$ cat src/design/tlseq_pkg.sv
// ============================================================================
// tlseq_pkg: shared types and constants of the traffic light sequencer
// Holds the field widths, colour codes, register indexes, reset timings and
// the structures that pass between the sequencer modules.
// ============================================================================
package tlseq_pkg;

    localparam int MAX_LIGHTS     = 4;
    localparam int DEF_NUM_LIGHTS = 4;

    localparam int TIME_W = 8;    // width of one timing register
    localparam int CNT_W  = 12;   // width of a light countdown (signed)
    localparam int CYC_W  = 11;   // width of the cycle countdown
    localparam int ADDR_W = 5;    // byte address of five 32-bit registers
    localparam int DATA_W = 32;
    localparam int IDX_W  = 3;    // register index taken from paddr[4:2]

    // A countdown of all ones is -1: the light holds its colour.
    localparam logic [CNT_W-1:0] CNT_HOLD = {CNT_W{1'b1}};

    localparam logic [TIME_W-1:0] RST_GREEN = 8'd10;
    localparam logic [TIME_W-1:0] RST_AMBER = 8'd2;

    typedef enum logic [1:0] {
        COL_GREEN  = 2'd0,
        COL_RED    = 2'd1,
        COL_YELLOW = 2'd2
    } t_colour;

    localparam logic [IDX_W-1:0] REG_GREEN_0 = 3'd0;
    localparam logic [IDX_W-1:0] REG_GREEN_1 = 3'd1;
    localparam logic [IDX_W-1:0] REG_GREEN_2 = 3'd2;
    localparam logic [IDX_W-1:0] REG_GREEN_3 = 3'd3;
    localparam logic [IDX_W-1:0] REG_AMBER   = 3'd4;

    // Timing registers as seen by the sequencing logic.
    typedef struct packed {
        logic [MAX_LIGHTS-1:0][TIME_W-1:0] green;
        logic [TIME_W-1:0]                 amber;
    } t_cfg;

    // Update command for one light in the current cycle.
    typedef struct packed {
        logic advance;
        logic reload;
    } t_step;

endpackage

$ cat src/design/four_way_traffic_light_sequencer.sv
// ============================================================================
// four_way_traffic_light_sequencer: timed sequencer for a road crossing
// Steps up to four lights through green, yellow and red on timer ticks and
// reports every light's colour and countdown plus the cycle countdown.
// ============================================================================
// Usage:
// The input channel (i_in_valid, o_in_stall, i_tick) carries one transaction
// per timer event. A tick of one advances the sequence; a tick of zero leaves
// the state alone but still yields a report. Every input transaction gives
// exactly one output transaction (o_out_valid, i_out_stall) carrying the
// colours, the countdowns and the cycle countdown after that tick.
// An accepted transaction is held in the input register and is then
// handed to the output register, from which the receiver takes the
// result. A new transaction is taken every cycle while the receiver
// does not stall. When the receiver stalls, the waiting result holds and
// one more input transaction is taken into the input register; after that
// o_in_stall rises until the output is taken. The light state only moves
// when a result is handed to the output, so the state registers also serve
// as the result register. Reset clears the channels, loads the default
// timings (green 10, amber 2) and performs one reload from them. Timing
// registers are written through the APB port and take effect at the next
// reload or at the next colour change of a light.
// ============================================================================
module four_way_traffic_light_sequencer #(
    parameter int NUM_LIGHTS = tlseq_pkg::DEF_NUM_LIGHTS
) (
    input  logic                         i_clk,
    input  logic                         i_rst_n,
    // Configuration port
    input  logic                         psel,
    input  logic                         penable,
    input  logic                         pwrite,
    input  logic [tlseq_pkg::ADDR_W-1:0] paddr,
    input  logic [tlseq_pkg::DATA_W-1:0] pwdata,
    output logic [tlseq_pkg::DATA_W-1:0] prdata,
    output logic                         pready,
    // Input channel
    input  logic                         i_in_valid,
    output logic                         o_in_stall,
    input  logic                         i_tick,
    // Output channel
    output logic                         o_out_valid,
    input  logic                         i_out_stall,
    output logic [1:0]                   o_colour_0,
    output logic [1:0]                   o_colour_1,
    output logic [1:0]                   o_colour_2,
    output logic [1:0]                   o_colour_3,
    output logic signed [tlseq_pkg::CNT_W-1:0] o_remaining_0,
    output logic signed [tlseq_pkg::CNT_W-1:0] o_remaining_1,
    output logic signed [tlseq_pkg::CNT_W-1:0] o_remaining_2,
    output logic signed [tlseq_pkg::CNT_W-1:0] o_remaining_3,
    output logic [tlseq_pkg::CYC_W-1:0]  o_cycle_remaining
);
    import tlseq_pkg::*;

    // Cycle length after reset: every light gets one green and one amber.
    localparam logic [CYC_W-1:0] L_RST_CYCLE =
        CYC_W'(NUM_LIGHTS * (int'(RST_GREEN) + int'(RST_AMBER)));

    t_cfg               w_cfg;

    // Input register and output handshake state.
    logic               r_s1_valid;
    logic               n_s1_valid;
    logic               r_s1_tick;
    logic               r_out_valid;
    logic               n_out_valid;
    logic               w_out_free;
    logic               w_s1_move;
    logic               w_accept;

    // Sequencing control.
    logic [CYC_W-1:0]   r_cycle;
    logic [CYC_W-1:0]   n_cycle;
    logic               w_cycle_zero;
    t_step              w_step;

    // w_wait[k] is the summed green and amber time of the lights before k.
    logic [NUM_LIGHTS:0][CNT_W-1:0]     w_wait;
    logic [MAX_LIGHTS-1:0][1:0]         w_colour;
    logic [MAX_LIGHTS-1:0][CNT_W-1:0]   w_count;

    tlseq_cfg u_cfg (
        .i_clk   (i_clk),
        .i_rst_n (i_rst_n),
        .psel    (psel),
        .penable (penable),
        .pwrite  (pwrite),
        .paddr   (paddr),
        .pwdata  (pwdata),
        .prdata  (prdata),
        .pready  (pready),
        .o_cfg   (w_cfg)
    );

    // The input register moves on whenever the output register is empty or
    // its transaction is being taken in this cycle.
    assign w_out_free = !r_out_valid || !i_out_stall;
    assign w_s1_move  = r_s1_valid && w_out_free;
    assign o_in_stall = r_s1_valid && !w_out_free;
    assign w_accept   = i_in_valid && !o_in_stall;

    always_comb begin
        n_s1_valid = r_s1_valid;
        if (w_accept) begin
            n_s1_valid = 1'b1;
        end else if (w_s1_move) begin
            n_s1_valid = 1'b0;
        end
        n_out_valid = w_out_free ? w_s1_move : r_out_valid;
    end

    // A tick that finds the cycle count at zero reloads the whole pattern
    // and leaves the lights otherwise untouched; any other tick of one advances.
    assign w_cycle_zero   = (r_cycle == '0);
    assign w_step.reload  = w_s1_move && r_s1_tick && w_cycle_zero;
    assign w_step.advance = w_s1_move && r_s1_tick && !w_cycle_zero;

    assign w_wait[0] = '0;
    genvar k;
    generate
        for (k = 0; k < NUM_LIGHTS; k++) begin : g_wait
            assign w_wait[k+1] = w_wait[k] + CNT_W'(w_cfg.green[k])
                               + CNT_W'(w_cfg.amber);
        end
    endgenerate

    always_comb begin
        n_cycle = r_cycle;
        if (w_step.reload) begin
            n_cycle = w_wait[NUM_LIGHTS][CYC_W-1:0];
        end else if (w_step.advance) begin
            n_cycle = r_cycle - 1'b1;
        end
    end

    generate
        for (k = 0; k < MAX_LIGHTS; k++) begin : g_light
            if (k < NUM_LIGHTS) begin : g_used
                localparam logic [CNT_W-1:0] L_RST_COUNT = (k == 0)
                    ? CNT_W'(RST_GREEN)
                    : CNT_W'(k * (int'(RST_GREEN) + int'(RST_AMBER)));
                t_colour           w_col;
                logic [CNT_W-1:0]  w_reload_count;

                // The first light opens green for its own green time; the
                // others wait until the lights before them have finished.
                assign w_reload_count = (k == 0) ? CNT_W'(w_cfg.green[k])
                                                 : w_wait[k];

                tlseq_light #(
                    .P_FIRST     ((k == 0) ? 1'b1 : 1'b0),
                    .P_RST_COUNT (L_RST_COUNT)
                ) u_light (
                    .i_clk          (i_clk),
                    .i_rst_n        (i_rst_n),
                    .i_step         (w_step),
                    .i_green        (w_cfg.green[k]),
                    .i_amber        (w_cfg.amber),
                    .i_reload_count (w_reload_count),
                    .o_colour       (w_col),
                    .o_count        (w_count[k])
                );
                assign w_colour[k] = w_col;
            end else begin : g_unused
                // Lights that are not fitted always read red and holding.
                assign w_colour[k] = COL_RED;
                assign w_count[k]  = CNT_HOLD;
            end
        end
    endgenerate

    always_ff @(posedge i_clk) begin
        if (!i_rst_n) begin
            r_s1_valid  <= 1'b0;
            r_out_valid <= 1'b0;
            r_cycle     <= L_RST_CYCLE;
        end else begin
            r_s1_valid  <= n_s1_valid;
            r_out_valid <= n_out_valid;
            r_cycle     <= n_cycle;
        end
    end

    always_ff @(posedge i_clk) begin
        if (w_accept) begin
            r_s1_tick <= i_tick;
        end
    end

    // The state registers only change as a result is handed to the output,
    // so they hold the reported values for as long as the output waits.
    assign o_out_valid       = r_out_valid;
    assign o_colour_0        = w_colour[0];
    assign o_colour_1        = w_colour[1];
    assign o_colour_2        = w_colour[2];
    assign o_colour_3        = w_colour[3];
    assign o_remaining_0     = w_count[0];
    assign o_remaining_1     = w_count[1];
    assign o_remaining_2     = w_count[2];
    assign o_remaining_3     = w_count[3];
    assign o_cycle_remaining = r_cycle;

endmodule

$ cat src/design/tlseq_cfg.sv
// ============================================================================
// tlseq_cfg: timing register file
// APB-style register port holding the four green times and the shared amber
// time. Writes land in the access phase, with pready always high; reads return the stored value.
// ============================================================================
module tlseq_cfg (
    input  logic                         i_clk,
    input  logic                         i_rst_n,
    input  logic                         psel,
    input  logic                         penable,
    input  logic                         pwrite,
    input  logic [tlseq_pkg::ADDR_W-1:0] paddr,
    input  logic [tlseq_pkg::DATA_W-1:0] pwdata,
    output logic [tlseq_pkg::DATA_W-1:0] prdata,
    output logic                         pready,
    output tlseq_pkg::t_cfg              o_cfg
);
    import tlseq_pkg::*;

    t_cfg             r_cfg;
    t_cfg             n_cfg;
    logic [IDX_W-1:0] w_idx;
    logic             w_wr;

    assign pready = 1'b1;
    assign w_idx  = paddr[ADDR_W-1:2];
    assign w_wr   = psel && penable && pwrite;

    always_comb begin
        n_cfg = r_cfg;
        if (w_wr) begin
            case (w_idx)
                REG_GREEN_0: n_cfg.green[0] = pwdata[TIME_W-1:0];
                REG_GREEN_1: n_cfg.green[1] = pwdata[TIME_W-1:0];
                REG_GREEN_2: n_cfg.green[2] = pwdata[TIME_W-1:0];
                REG_GREEN_3: n_cfg.green[3] = pwdata[TIME_W-1:0];
                REG_AMBER:   n_cfg.amber    = pwdata[TIME_W-1:0];
                default:     n_cfg = r_cfg;
            endcase
        end
    end

    always_comb begin
        case (w_idx)
            REG_GREEN_0: prdata = DATA_W'(r_cfg.green[0]);
            REG_GREEN_1: prdata = DATA_W'(r_cfg.green[1]);
            REG_GREEN_2: prdata = DATA_W'(r_cfg.green[2]);
            REG_GREEN_3: prdata = DATA_W'(r_cfg.green[3]);
            REG_AMBER:   prdata = DATA_W'(r_cfg.amber);
            default:     prdata = '0;
        endcase
    end

    always_ff @(posedge i_clk) begin
        if (!i_rst_n) begin
            r_cfg.green <= {MAX_LIGHTS{RST_GREEN}};
            r_cfg.amber <= RST_AMBER;
        end else begin
            r_cfg <= n_cfg;
        end
    end

    assign o_cfg = r_cfg;

endmodule

$ cat src/design/tlseq_light.sv
// ============================================================================
// tlseq_light: state of one traffic light
// Holds the colour and countdown of one light and steps them on an advance
// or reload command.
// ============================================================================
module tlseq_light #(
    parameter logic                        P_FIRST     = 1'b0,
    parameter logic [tlseq_pkg::CNT_W-1:0] P_RST_COUNT = '0
) (
    input  logic                         i_clk,
    input  logic                         i_rst_n,
    input  tlseq_pkg::t_step             i_step,
    input  logic [tlseq_pkg::TIME_W-1:0] i_green,
    input  logic [tlseq_pkg::TIME_W-1:0] i_amber,
    input  logic [tlseq_pkg::CNT_W-1:0]  i_reload_count,
    output tlseq_pkg::t_colour           o_colour,
    output logic [tlseq_pkg::CNT_W-1:0]  o_count
);
    import tlseq_pkg::*;

    t_colour            r_colour;
    t_colour            n_colour;
    logic [CNT_W-1:0]   r_count;
    logic [CNT_W-1:0]   n_count;
    t_colour            w_colour;
    logic [CNT_W-1:0]   w_count;

    // Colour change when the countdown has run out.
    always_comb begin
        w_colour = r_colour;
        w_count  = r_count;
        if (r_count == '0) begin
            case (r_colour)
                COL_GREEN: begin
                    w_colour = COL_YELLOW;
                    w_count  = CNT_W'(i_amber);
                end
                COL_YELLOW: begin
                    w_colour = COL_RED;
                    w_count  = CNT_HOLD;
                end
                default: begin
                    w_colour = COL_GREEN;
                    w_count  = CNT_W'(i_green);
                end
            endcase
        end
    end

    always_comb begin
        n_colour = r_colour;
        n_count  = r_count;
        if (i_step.reload) begin
            n_colour = P_FIRST ? COL_GREEN : COL_RED;
            n_count  = i_reload_count;
        end else if (i_step.advance) begin
            n_colour = w_colour;
            n_count  = (w_count == CNT_HOLD) ? w_count : w_count - 1'b1;
        end
    end

    always_ff @(posedge i_clk) begin
        if (!i_rst_n) begin
            r_colour <= P_FIRST ? COL_GREEN : COL_RED;
            r_count  <= P_RST_COUNT;
        end else begin
            r_colour <= n_colour;
            r_count  <= n_count;
        end
    end

    assign o_colour = r_colour;
    assign o_count  = r_count;

endmodule
$ cat config.mk
export PLATFORM = sky130hd
export DESIGN_NAME = four_way_traffic_light_sequencer
export DESIGN_NICKNAME = d
export VERILOG_FILES = /design/src/design/tlseq_pkg.sv /design/src/design/four_way_traffic_light_sequencer.sv /design/src/design/tlseq_cfg.sv /design/src/design/tlseq_light.sv
export SDC_FILE = /design/constraint.sdc
export NUM_CORES = 1
export LEC_CHECK = 0
export BUFFER_PORTS_ARGS = -buffer_cell sky130_fd_sc_hd__clkbuf_2
export CAP_MARGIN = 15
export CORE_ASPECT_RATIO = 1.4
export CORE_MARGIN = 4
export CORE_UTILIZATION = 40
export CTS_BUF_LIST = sky130_fd_sc_hd__clkbuf_2
export DETAILED_ROUTE_END_ITERATION = 10
export GPL_ROUTABILITY_DRIVEN = 0
export GPL_TIMING_DRIVEN = 0
export PLACE_DENSITY = 0.62
export RECOVER_POWER = 50
export SLEW_MARGIN = 30
export SYNTH_ARGS = -nofsm -noshare
export SYNTH_HDL_FRONTEND = slang
export SYNTH_SLANG_ARGS = --single-unit
$ cat constraint.sdc
create_clock -name i_clk -period 13.3 [get_ports i_clk]
set_input_delay 0.665 -clock i_clk [delete_from_list [all_inputs] [get_ports i_clk]]
set_output_delay 0.665 -clock i_clk [all_outputs]
set_load 0.05 [all_outputs]
==> results of run 1 <==
[metrics by stage]
| stage | hold slack, ps | setup WS, ps | std cells |
|---|---|---|---|
| final | 113 | 5960 | 1590 |
| after global routing | 94.4 | 5500 | 1590 |
| after CTS | 77.4 | 6060 | 1585 |
| after detailed placement | 508 | 6150 | 1569 |
| after global placement | 511 | 6260 | 1569 |
| after floorplan | 472 | 7240 | 1180 |
[final cells by class]
| class | count | area (um^2) |
|---|---|---|
| clock buffers | 9 | 45.0 |
| flip-flops and latches | 110 | 2210 |
| fillers | 2323 | 12000 |
| repair buffers | 92 | 398 |
| plain buffers | 82 | 425 |
| diodes | 5 | 12.5 |
| multi-input cells | 935 | 6220 |
| inverters | 53 | 199 |
| well taps | 297 | 372 |
| clock inverters | 7 | 92.6 |
[state kept, by name, indices dropped and copies added, names as in the netlist]
register / flops
u_cfg.o_cfg: 40
o_cycle_remaining: 11
r_s1_tick: 1
g_light.g_used.u_light.o_colour: 8
r_s1_valid: 1
o_out_valid: 1
g_light.g_used.u_light.o_count: 48
[worst paths after layout]
check                                                                        from                                                end  slack [ps]
worst max-delay path                                  u_cfg.o_cfg[0]$_SDFFE_PN0P_                 o_cycle_remaining[10]$_SDFFE_PN0P_        5960
worst max register to register                        u_cfg.o_cfg[0]$_SDFFE_PN0P_                 o_cycle_remaining[10]$_SDFFE_PN0P_        5960
worst min register to register  g_light[2].g_used.u_light.o_count[6]$_SDFFE_PN0P_  g_light[2].g_used.u_light.o_count[6]$_SDFFE_PN0P_         550
worst min-delay path                                                       i_tick                                r_s1_tick$_DFFE_PP_         110
[synth_stat cells (11+ instances only)]
library cell / instances / area, um^2
a31oi_1: 17 / 106
nor2b_1: 11 / 68.8
xnor2_1: 25 / 219
o211ai_1: 21 / 158
or3_1: 15 / 93.8
fa_1: 27 / 541
a211oi_1: 18 / 135
nand2_1: 105 / 394
nand4_1: 15 / 93.8
nor4_1: 13 / 81.3
xor2_1: 15 / 131
dfxtp_1: 109 / 2180
nor2_1: 136 / 510
buf_4: 27 / 203
nor3_1: 33 / 165
a21o_1: 12 / 90.1
mux2i_1: 51 / 510
nand2b_1: 18 / 113
o21ai_0: 70 / 350
inv_1: 51 / 191
clkbuf_1: 43 / 161
a21oi_1: 91 / 455
nand3_1: 15 / 75.1
ha_1: 42 / 526
a22oi_1: 12 / 90.1
[kinds of logic (layout without fill, tap and decap cells)]
| group | count (synthesis) | count (layout) | share of synthesized area (%) |
|---|---|---|---|
| compound gates | 335 | 335 | 24.1 |
| xor+xnor | 40 | 40 | 3.90 |
| fa+ha+maj | 69 | 69 | 11.9 |
| buf+inv | 135 | 243 | 6.95 |
| flops | 110 | 110 | 24.6 |
| mux | 51 | 51 | 5.69 |
| other cells | 2 | 30 | 0.0836 |
| simple gates | 415 | 415 | 22.7 |
[per-layer routing]
metal / track usage (%) / routed length, um / vias up
met4: 19.0 / 2780 / 0
met3: 3.67 / 2480 / 151
met2: 47.3 / 16600 / 519
met5: 0 / 0 / -
met1: 30.7 / 12700 / 4364
li1: - / - / 4423
[worst max-delay path, cell delays in order, from the launching register on]
cell	delay, ps
dfxtp_1	810
ha_1	280
inv_1	70
fa_1	460
nor2b_1	120
o21ai_0	110
a21boi_0	360
nor2_1	150
fa_1	510
ha_1	350
inv_1	70
o21bai_1	170
xor2_1	330
fa_1	480
ha_1	340
o211ai_1	190
nor2b_1	190
xnor2_1	320
fa_1	500
ha_1	340
o21a_1	130
a211oi_1	280
o21bai_1	150
a2111oi_0	440
a31oi_1	80
nand2_1	90
[where the power goes]
| part | leakage (uW) | internal, uW | switching [uW] |
|---|---|---|---|
| sequential | 0.000893 | 339 | 11.7 |
| combinational | 0.00304 | 57.7 | 126 |
| clock | 0.0000818 | 49.4 | 137 |
==> impl_results.md, run 1 <==
- Status: finished clean
- Maximum VDD drop: 0.0000397 V
- Pin count of the biggest net entering global routing: 21
- Distinct cells, synth: 82
- CTS Buf Count: 9
- Worst Setup End Kind: flip-flop
- Post-Syn Area: 8980 um^2
- WL/cell: 21.7 um
- Post-synth EDFFs: 1
- Hold path cells: 1
- First-pass GRT wire length: just over 50,000 um
- Iteration-0 DRC count of the detailed router: approximately 800
- DR vias/cell: ~5.9
- TritonRoute pass-1 iters: 6
- RSZ-0062 raised after global routing: false
- F_max: around 140 MHz
- Sequential share of the synthesized area: around a quarter
- Crit Path Class: flip-flop to flip-flop
- Area growth syn-to-layout: 11.1%
- Reg clk slew, reported paths: roughly 340 ps
- Post-Synthesis Cells: roughly 1.2k
- Bufs on Longest Clock Path: 2
- Mapped Avg Cell Area: between 7 and 8 um^2
- Fin crit share: a little under three fifths
- Post-DP HPWL: between 20,000 and 30,000 um
- Post-CTS sizing: 0
- WP data required: about 14,000 ps
- Setup TNS: 0 ps
- Sink Count: 110
- Die footprint: ~25,000 um^2
- DIE HEIGHT: roughly 190 um
- Share of cells above drive strength 1: ~9.8%
- WL final: about 35,000 um
- Most frequent cells in the layout: nor2_1 (134), dfxtp_1 (109), nand2_1 (105), clkbuf_1 (94), a21oi_1 (91)
- GRT Overall Usage: about 27%
- Most common cell after layout, fill and taps aside: nor2_1
- Final hold viol count: 0
- Least-Margin Pin Slew: 1450 ps
- Seq cells post-synth: between 100 and 150
- Max cap viols: 0
- Clk Latency, worst-skew pair: between 700 and 800 ps
- Via count: about 9.5k
- Post-CTS Setup Repair Bufs: 0
- Clk_skew: roughly 37 ps
- YS warnings: 0
- Final Slew Violations: 0
- Die W: between 100 and 150 um
- Worst EP arrival: 8000 ps
- CP Launch Type: flip-flop
- Most used flip-flop cell after synthesis: dfxtp_1
- I/O pin count: around 150
- Port Buffers: 92
- Worst reg-to-reg path cell count: 25
- H-tree levels: 3
- Fin nets: roughly 1.4k
- CORE AREA: around 22,000 um^2
- # rows: 64
- Ys async rst share: 0%
- Worst Hold Class: input port to flip-flop
- Static Leak: roughly 0.0040 uW
- Dpl cell area: between 9000 and 10,000 um^2
- TritonCTS clock tree: built
- # DRC: 0
- Number of global-route vias before repair: 9,071
- Initial core utilization: 40.9%
- Pwr Total: just over 700 uW
- Post-Layout Inst Area: 9980 um^2
- Worst slew margin relative to its limit: around 2.7%
- Critical-path maximum fanout: 9
- Hold_buf cts: 0
- Pwr/cell area: a little over 70 nW/um^2
- CTS root buf: clkbuf_2
- Post-DRT Antenna Nets: 0
- Grt total ovfl: 0
- Initial antenna violation count: 1
- Post-layout util: 45.5%
- Setup violators final: 0
- Min Tclk post-route: between 7000 and 8000 ps
Note: power is estimated with default switching activity, not from simulation.
==> run 2: changes to the inputs <==
--- a/config.mk
+++ b/config.mk
@@ -5,6 +5,7 @@
 export SDC_FILE = /design/constraint.sdc
 export NUM_CORES = 1
 export LEC_CHECK = 0
+export ABC_AREA = 1
 export BUFFER_PORTS_ARGS = -buffer_cell sky130_fd_sc_hd__clkbuf_2
 export CAP_MARGIN = 15
 export CORE_ASPECT_RATIO = 1.4
@@ -14,7 +15,7 @@
 export DETAILED_ROUTE_END_ITERATION = 10
 export GPL_ROUTABILITY_DRIVEN = 0
 export GPL_TIMING_DRIVEN = 0
-export PLACE_DENSITY = 0.62
+export PLACE_DENSITY = 0.64
 export RECOVER_POWER = 50
 export SLEW_MARGIN = 30
 export SYNTH_ARGS = -nofsm -noshare
==> constraint.sdc (replaced) <==
create_clock -name i_clk -period 6.01 [get_ports i_clk]
set_input_delay 0.3005 -clock i_clk [delete_from_list [all_inputs] [get_ports i_clk]]
set_output_delay 0.3005 -clock i_clk [all_outputs]
set_load 0.05 [all_outputs]
==> run 2 against run 1 <==
  * Via count is 7.2% higher
  * Worst hold slack better by 59 ps
  * Global-route usage is 0.53 points lower
==> impl_results.md, run 2 <==
- TritonRoute pass-1 iters: 6 (unchanged)
- Share of cells above drive strength 1: 17.5% (+7.7 points)
- Most common cell after layout, fill and taps aside: nand2_1
- Worst slew margin relative to its limit: 33.0% (+30 points)
- Status: finished clean
- Sink Count: 110 (unchanged)
- Post-synth top area cell: dfxtp_1
- CORE AREA: 22,800 um^2 (+3.8%)
- DR vias/cell: 5.46 (-8.3%)
- First-pass GRT wire length: 52,700 um (+1.9%)
- Worst path max stage delay: 480 ps (-330 ps)
- CTS Buf Count: 9 (unchanged)
- Post-Layout Inst Area: 11,000 um^2 (+11%)
- Top-count cell post-synth: nand2_1
- Pre-CTS setup slack: -1040 ps (-7190 ps)
- # DRC: 0 (unchanged)
- Worst Hold Class: input port to flip-flop
- Simple-gate portion of the synthesized area: 30.1% (+7.4 points)
- Mapped Avg Cell Area: 6.75 um^2 (-13%)
- Distinct cells, synth: 55 (-33%)
- Post-synth EDFFs: 1 (unchanged)
- Post-Syn Area: 9340 um^2 (+4.0%)
- Initial antenna violation count: 1 (unchanged)
- Post-Synthesis Cells: 1,382 (+19%)
- Post-DP HPWL: 26,700 um (+1.2%)
- Most frequent cells in the layout: nand2_1 (273), inv_1 (191), nor2_1 (127), a21oi_1 (106), nand3_1 (103)
- Maximum VDD drop: 0.0000836 V (+110%)
- Min Tclk post-route: 5890 ps (-1460 ps)
- Sequential share of power: 43.3% (-5.4 points)
- Clk network pwr share: 22.2% (-3.6 points)
- Final hold viol count: 0 (unchanged)
- Least-Margin Pin Slew: 1000 ps (-443 ps)
- TritonCTS clock tree: built
- Pin count of the biggest net entering global routing: 20 (-4.8%)
- Adder-cell share of the synthesized area: 11.4% (-0.45 points)
- Seq cells post-synth: 110 (unchanged)
- Clk Latency, worst-skew pair: 720 ps (about the same)
- Ranking of synthesized cells by area: dfxtp_1 (23%), nand2_1 (11%), inv_1 (7.8%)
- RSZ-0062 raised after global routing: true
- Post-DRT Antenna Nets: 0 (unchanged)
- WL/cell: 19.0 um (-13%)
- Number of global-route vias before repair: 9,627 (+6.1%)
- Iteration-0 DRC count of the detailed router: 1,125 (+43%)
- Switching Power: 707 uW (+160%)
- Sw Share: 40.0% (+2.0 points)
- Max cap viols: 0 (unchanged)
- CTS root buf: clkbuf_2
- Max FFs per register: 48 (unchanged)
- Dpl cell area: 10,300 um^2 (+3.8%)
- Fin worst setup slack: 123 ps (-5830 ps)
- Crit-path slowest cell: fa_1
- Yosys top cell area share: 23.4% (-0.93 points)
- Pwr/cell area: 160 nW/um^2 (+120%)
- Fin crit share: 97.9% (+43 points)
- Final Slew Violations: 0 (unchanged)
- # rows: 65 (+1.6%)
- Crit Path Class: flip-flop to flip-flop
- Die footprint: 25,900 um^2 (+3.8%)
- Most used flip-flop cell after synthesis: dfxtp_1
- Cell internal pwr: 1060 uW (+140%)
- Ys async rst share: 0% (unchanged)
- Gate power share: 34.5% (+9.0 points)
- Grt total ovfl: 0 (unchanged)
- Static Leak: 0.00497 uW (+24%)
- Initial core utilization: 41.0% (+0.073 points)
- GRT Overall Usage: 26.7% (-0.53 points)
- Commonest cells post-synth: nand2_1 (279), inv_1 (195), nor2_1 (128)
- Reg clk slew, reported paths: 370 ps (+30 ps)
- YS warnings: 0 (unchanged)
- Largest family of logic cells by synthesized area: simple AND/OR/NAND/NOR gates
- WP data required: 6670 ps (-7280 ps)
- CP bufs+invs: 6 (+4)
- Largest delay share family, worst path: adder cells
- I/O pin count: 147 (unchanged)
- Fin nets: 1,665 (+19%)
- H-tree levels: 3 (unchanged)
- CP Launch Type: flip-flop
- Area growth syn-to-layout: 18.3%
- Critical-path maximum fanout: 5 (-4)
- Pwr Total: 1770 uW (+150%)
- Port Buffers: 95 (+3.3%)
- Clk_skew: 60.9 ps (+24.2 ps)
- Worst Setup End Kind: flip-flop
- Post-synthesis compound-gate area fraction: 19.0% (-5.2 points)
- Bufs on Longest Clock Path: 2 (unchanged)
- F_max: 170 MHz (+25%)
- Post-synthesis xor/xnor area fraction: 3.28% (-0.62 points)
- Setup violators final: 0 (unchanged)
- Via count: 10.1k (+7.2%)
- DIE HEIGHT: 189 um (+1.9%)
- Sequential share of the synthesized area: 23.7% (-0.94 points)
- Die W: 137 um (+1.8%)
- WL final: 35,300 um (+2.2%)
- Post-synthesis mux area share: 0% (-5.7 points)
- Worst EP arrival: 6540 ps (-1460 ps)
- Crit path top cell by count: nand2_1
[run 2: cell types whose count changed in the layout (fill, tap and decap cells not counted), moves of 19 or more]
cell and change:
inv_1 +139, xnor2_1 -19, nand2_2 +22, nand3_1 +88, buf_4 +31, mux2i_1 -51
clkbuf_1 -27, nand2_1 +168, inv_2 +19, nor3_1 -28
[run 2: through the flow]
| stage | std cells | hold slack, ps | TNS (ps) | util, % |
|---|---|---|---|---|
| finish | 1858 | 172 | 0 | 48.5 |
| global route | 1858 | 157 | -288 | 48.5 |
| CTS | 1845 | 71.4 | 0 | 47.4 |
| detailed placement | 1801 | 482 | -4060 | 45.1 |
| global placement | 1801 | 472 | -4110 | 45.1 |
| floorplan | 1405 | 399 | 0 | - |
[run 2: layout make-up]
class                           count  area [um^2]
Clock inverter                      7         80.1
Timing Repair Buffer              135          747
Sequential cell                   110         2230
Clock buffer                        9         45.0
Antenna cell                        1         2.50
Multi-Input combinational cell   1029         6400
Fill cell                        2381        11700
Buffer                             54          365
Tap cell                          301          377
Inverter                          212          800
[run 2: logic make-up (layout without fill, tap and decap cells)]
kind of cell / after synthesis / after routing
compound gates: 295 / 295
buf+inv: 266 / 417
simple gates: 605 / 605
other cells: 2 / 26
flops: 110 / 110
fa+ha+maj: 69 / 69
xor+xnor: 35 / 35
[run 2: what timing repair did]
action | in CTS | in global routing
resized for setup | 30 | 45
endpoints found under the hold margin | 45 | 0
hold buffers | 13 | 0
endpoints found under the setup margin | 7 | 5
pin swaps | 10 | 40
setup buffers | 15 | 12
[run 2: final timing paths]
kind | from | to | slack, ps | depth (start not counted)
worst min-delay path | paddr[3] | u_cfg.o_cfg[17]$_SDFFE_PN1P_ | 170 | 6
worst max-delay path | u_cfg.o_cfg[0]$_SDFFE_PN0P_ | o_cycle_remaining[10]$_SDFFE_PN0P_ | 120 | 32
worst min register to register | g_light[1].g_used.u_light.o_count[9]$_SDFFE_PN0P_ | g_light[1].g_used.u_light.o_count[9]$_SDFFE_PN0P_ | 510 | 2
worst max register to register | u_cfg.o_cfg[0]$_SDFFE_PN0P_ | o_cycle_remaining[10]$_SDFFE_PN0P_ | 120 | 32
[run 2: metal layers]
metal | track usage [%] | share of wire [%]
met5 | 0 | 0
met3 | 4.41 | 8.7
met4 | 16.4 | 6.8
met2 | 43.5 | 46
met1 | 32.5 | 38
[run 2: power by group through the flow]
stage | Clock [uW] | Combinational, uW | Sequential, uW
after floorplan | 0 | 350 | 809
after global placement | 0 | 513 | 779
after detailed placement | 0 | 514 | 779
after CTS | 402 | 557 | 765
after global routing | 426 | 655 | 768
final | 392 | 609 | 766
[run 2: worst register-to-register path: cells and delay by family (launching register included)]
| family | cells | cell delay, ps |
|---|---|---|
| buffers and inverters | 6 | 450 |
| DFF | 1 | 450 |
| AOI/OAI and AO/OA | 4 | 670 |
| and+or+nand+nor | 11 | 840 |
| xor gates and xnor gates | 3 | 520 |
| adders and majority gates | 8 | 2900 |
==> run 3: changes to the inputs <==
--- a/config.mk
+++ b/config.mk
@@ -5,7 +5,7 @@
 export SDC_FILE = /design/constraint.sdc
 export NUM_CORES = 1
 export LEC_CHECK = 0
-export ABC_AREA = 1
+export ABC_AREA = 0
 export BUFFER_PORTS_ARGS = -buffer_cell sky130_fd_sc_hd__clkbuf_2
 export CAP_MARGIN = 15
 export CORE_ASPECT_RATIO = 1.4
==> run 3 against run 2 <==
  * The run now ends with capacitance limit, setup timing left
  * Global-route usage increased by 1.6 points
  * Setup slack lost 180 ps
  * Via count fell by 3.9%
  * Total power down 8.6%
  * Final cell count decreased by 13%
  * First-iteration DRC count fell by 13%
  * Die area fell by 3.6%
  * Worst hold slack lost 72 ps
  * Critical path type unchanged
  * Largest cell class unchanged
==> impl_results.md, run 3 (synthesized netlist as in run 1, its figures left out) <==
- Min Tclk post-route: 6060 ps (+177 ps)
- Iteration-0 DRC count of the detailed router: 981 (-13%)
- Pwr/cell area: 153 nW/um^2 (-4.3%)
- Top layer in use: met4
- Pin count of the biggest net entering global routing: 18 (-10%)
- Via count: 9,740 (-3.9%)
- Most frequent cells in the layout: nor2_1 (133), nand2_1 (105), dfxtp_1 (102), clkbuf_1 (92), a21oi_1 (84)
- Metal2 WL: 17,200 um (+5.1%)
- Critical-path maximum fanout: 3 (-2)
- TritonRoute pass-1 iters: 6 (unchanged)
- CP cell instances: ha_4 > inv_1 > fa_2 > inv_1 > fa_1 > ha_2 > fa_1 > fa_2 > ha_1 > a21o_1 > a211o_1 > o211ai_1 > nor2b_4 > xnor2_4 > fa_1 > ha_4 > o21a_1 > a211oi_2 > o21bai_2 > a2111oi_2 > a31oi_1 > nand2_1
- Hold_ws: 99.6 ps (-72.5 ps)
- F_max: 165 MHz (-2.9%)
- Post-DRT Antenna Nets: 0 (unchanged)
- Die W: 135 um (-1.8%)
- Critical path startpoint: u_cfg.o_cfg[0]$_SDFFE_PN0P_
- Crit-path slowest cell: fa_2
- Dpl cell area: 9900 um^2 (-3.6%)
- Area growth syn-to-layout: 17.5%
- Die footprint: 24,900 um^2 (-3.6%)
- CORE AREA: 21,900 um^2 (-3.6%)
- WL/cell: 22.1 um (+16%)
- Metal3 WL: 2620 um (-15%)
- Fin nets: 1,433 (-14%)
- Sink Count: 110 (unchanged)
- # rows: 64 (-1.5%)
- Number of global-route vias before repair: 9,400 (-2.4%)
- H-tree levels: 3 (unchanged)
- WP data required: 6690 ps (+20 ps)
- Fin worst setup slack: -53.3 ps (-177 ps)
- Static Leak: 0.00423 uW (-15%)
- I/O pin count: 147 (unchanged)
- Share of cells above drive strength 1: 15.3% (-2.1 points)
- CTS root buf: clkbuf_2
- Worst EP arrival: 6740 ps (+200 ps)
- Port Buffers: 92 (-3.2%)
- Grt total ovfl: 0 (unchanged)
- Bufs on Longest Clock Path: 2 (unchanged)
- FILL cells: 2,263 (-5.0%)
- Max FFs per register: 48 (unchanged)
- Final hold viol count: 0 (unchanged)
- Pwr Total: 1610 uW (-8.6%)
- Worst Setup End Kind: flip-flop
- Max cap viols: 1 (+1)
- Post-Layout Inst Area: 10,500 um^2 (-4.5%)
- Status: complete, but fails checks
- Worst r2r dst: o_cycle_remaining[10]$_SDFFE_PN0P_
- Initial antenna violation count: 3 (+2)
- Reg clk slew, reported paths: 310 ps (-60 ps)
- Met1 wire length: 12,600 um (-6.3%)
- First-pass GRT wire length: 53,800 um (+2.1%)
- Worst path max stage delay: 590 ps (+110 ps)
- Worst slew margin relative to its limit: 1.66% (-31 points)
- Final Slew Violations: 0 (unchanged)
- Reg2reg start: u_cfg.o_cfg[0]$_SDFFE_PN0P_
- RSZ-0062 raised after global routing: true
- GRT Overall Usage: 28.3% (+1.6 points)
- Setup violators final: 1 (+1)
- CP Capture Point: o_cycle_remaining[10]$_SDFFE_PN0P_
- # DRC: 0 (unchanged)
- Most common cell after layout, fill and taps aside: nor2_1
- CP Launch Type: flip-flop
- Post-DP HPWL: 26,500 um (-0.96%)
- DIE HEIGHT: 185 um (-1.8%)
- R2r setup slk: -50 ps (-180 ps)
- Maximum VDD drop: 0.0000757 V (-9.5%)
- DR vias/cell: 6.00 (+10%)
- Clk Latency, worst-skew pair: 720 ps (about the same)
- TritonCTS clock tree: built
- Clk_skew: 44.4 ps (-16.5 ps)
- CTS Buf Count: 9 (unchanged)
- Failing checks: capacitance limit, setup timing
- Least-Margin Pin Slew: 1460 ps (+459 ps)
- Worst Hold Class: input port to flip-flop
- Fin crit share: 101% (+2.9 points)
- Crit path top cell by count: fa_1
- Initial core utilization: 40.9% (-0.073 points)
- Setup TNS: -53.3 ps (-53.3 ps)
- Crit Path Class: flip-flop to flip-flop
- Pre-CTS setup slack: -1100 ps (-58.5 ps)
- WL final: 35,900 um (+1.5%)
- Worst reg-to-reg path cell count: 22 (-31%)
==> run 3: layer usage <==
metal | global-route usage, % | vias to the layer above
li1 | - | 4470
met1 | 30.5 | 4514
met4 | 22.0 | 0
met3 | 4.76 | 194
met5 | 0 | -
met2 | 49.1 | 562
==> run 3: area by class of cell <==
type	count	area [um^2]	share of cell area [%]
Antenna cell	2	5.00	0.0474
Buffer	82	425	4.03
Clock buffer	9	45.0	0.427
Clock inverter	7	65.1	0.617
Inverter	53	203	1.92
Multi-Input combinational cell	935	6500	61.7
Sequential cell	110	2230	21.1
Tap cell	297	372	3.52
Timing Repair Buffer	128	701	6.64
==> run 3: per-stage QoR <==
step / cells / util (%)
2_1_floorplan: 1180 / -
3_3_place_gp: 1569 / 45.1
3_5_place_dp: 1569 / 45.1
4_1_cts: 1618 / 47.7
5_1_grt: 1623 / 48.1
6_report: 1623 / 48.1
==> run 3: report_power, final <==
part | internal [uW] | switching [uW] | leakage, uW
sequential | 749 | 25.3 | 0.000896
combinational | 167 | 302 | 0.00326
clock | 94.0 | 278 | 0.0000707
total | 1010 | 605 | 0.00423
==> run 3: worst min path at each step <==
| stage | startpoint | end | slack (ps) | cells after the start |
|---|---|---|---|---|
| floorplan | i_tick | r_s1_tick$_DFFE_PP_ | 400 | 0 |
| global placement | i_tick | r_s1_tick$_DFFE_PP_ | 480 | 1 |
| detailed placement | i_tick | r_s1_tick$_DFFE_PP_ | 480 | 1 |
| CTS | i_rst_n | g_light[2].g_used.u_light.o_count[10]$_SDFFE_PN0P_ | 100 | 3 |
| global route | i_rst_n | g_light[2].g_used.u_light.o_count[10]$_SDFFE_PN0P_ | 80 | 3 |
| finish | i_rst_n | g_light[2].g_used.u_light.o_count[10]$_SDFFE_PN0P_ | 100 | 3 |
==> run 3: worst max-delay path: cells and delay by family, from the launching register on <==
kind,cells,cell delay (ps)
adder cells (fa/ha/maj),9,3390
AO/OA/AOI/OAI,8,1550
AND/OR/NAND/NOR,2,340
buffers and inverters,2,110
flip-flops,1,470
XOR/XNOR,1,150
==> run 3: repair_timing <==
| action | 4_1_cts | 5_1_grt |
|---|---|---|
| resized for setup | 36 | 29 |
| setup endpoints to repair | 10 | 6 |
| buffers inserted | 21 | 3 |
| hold buffers | 12 | 0 |
| pin swaps | 21 | 18 |
| endpoints found under the hold margin | 44 | 0 |
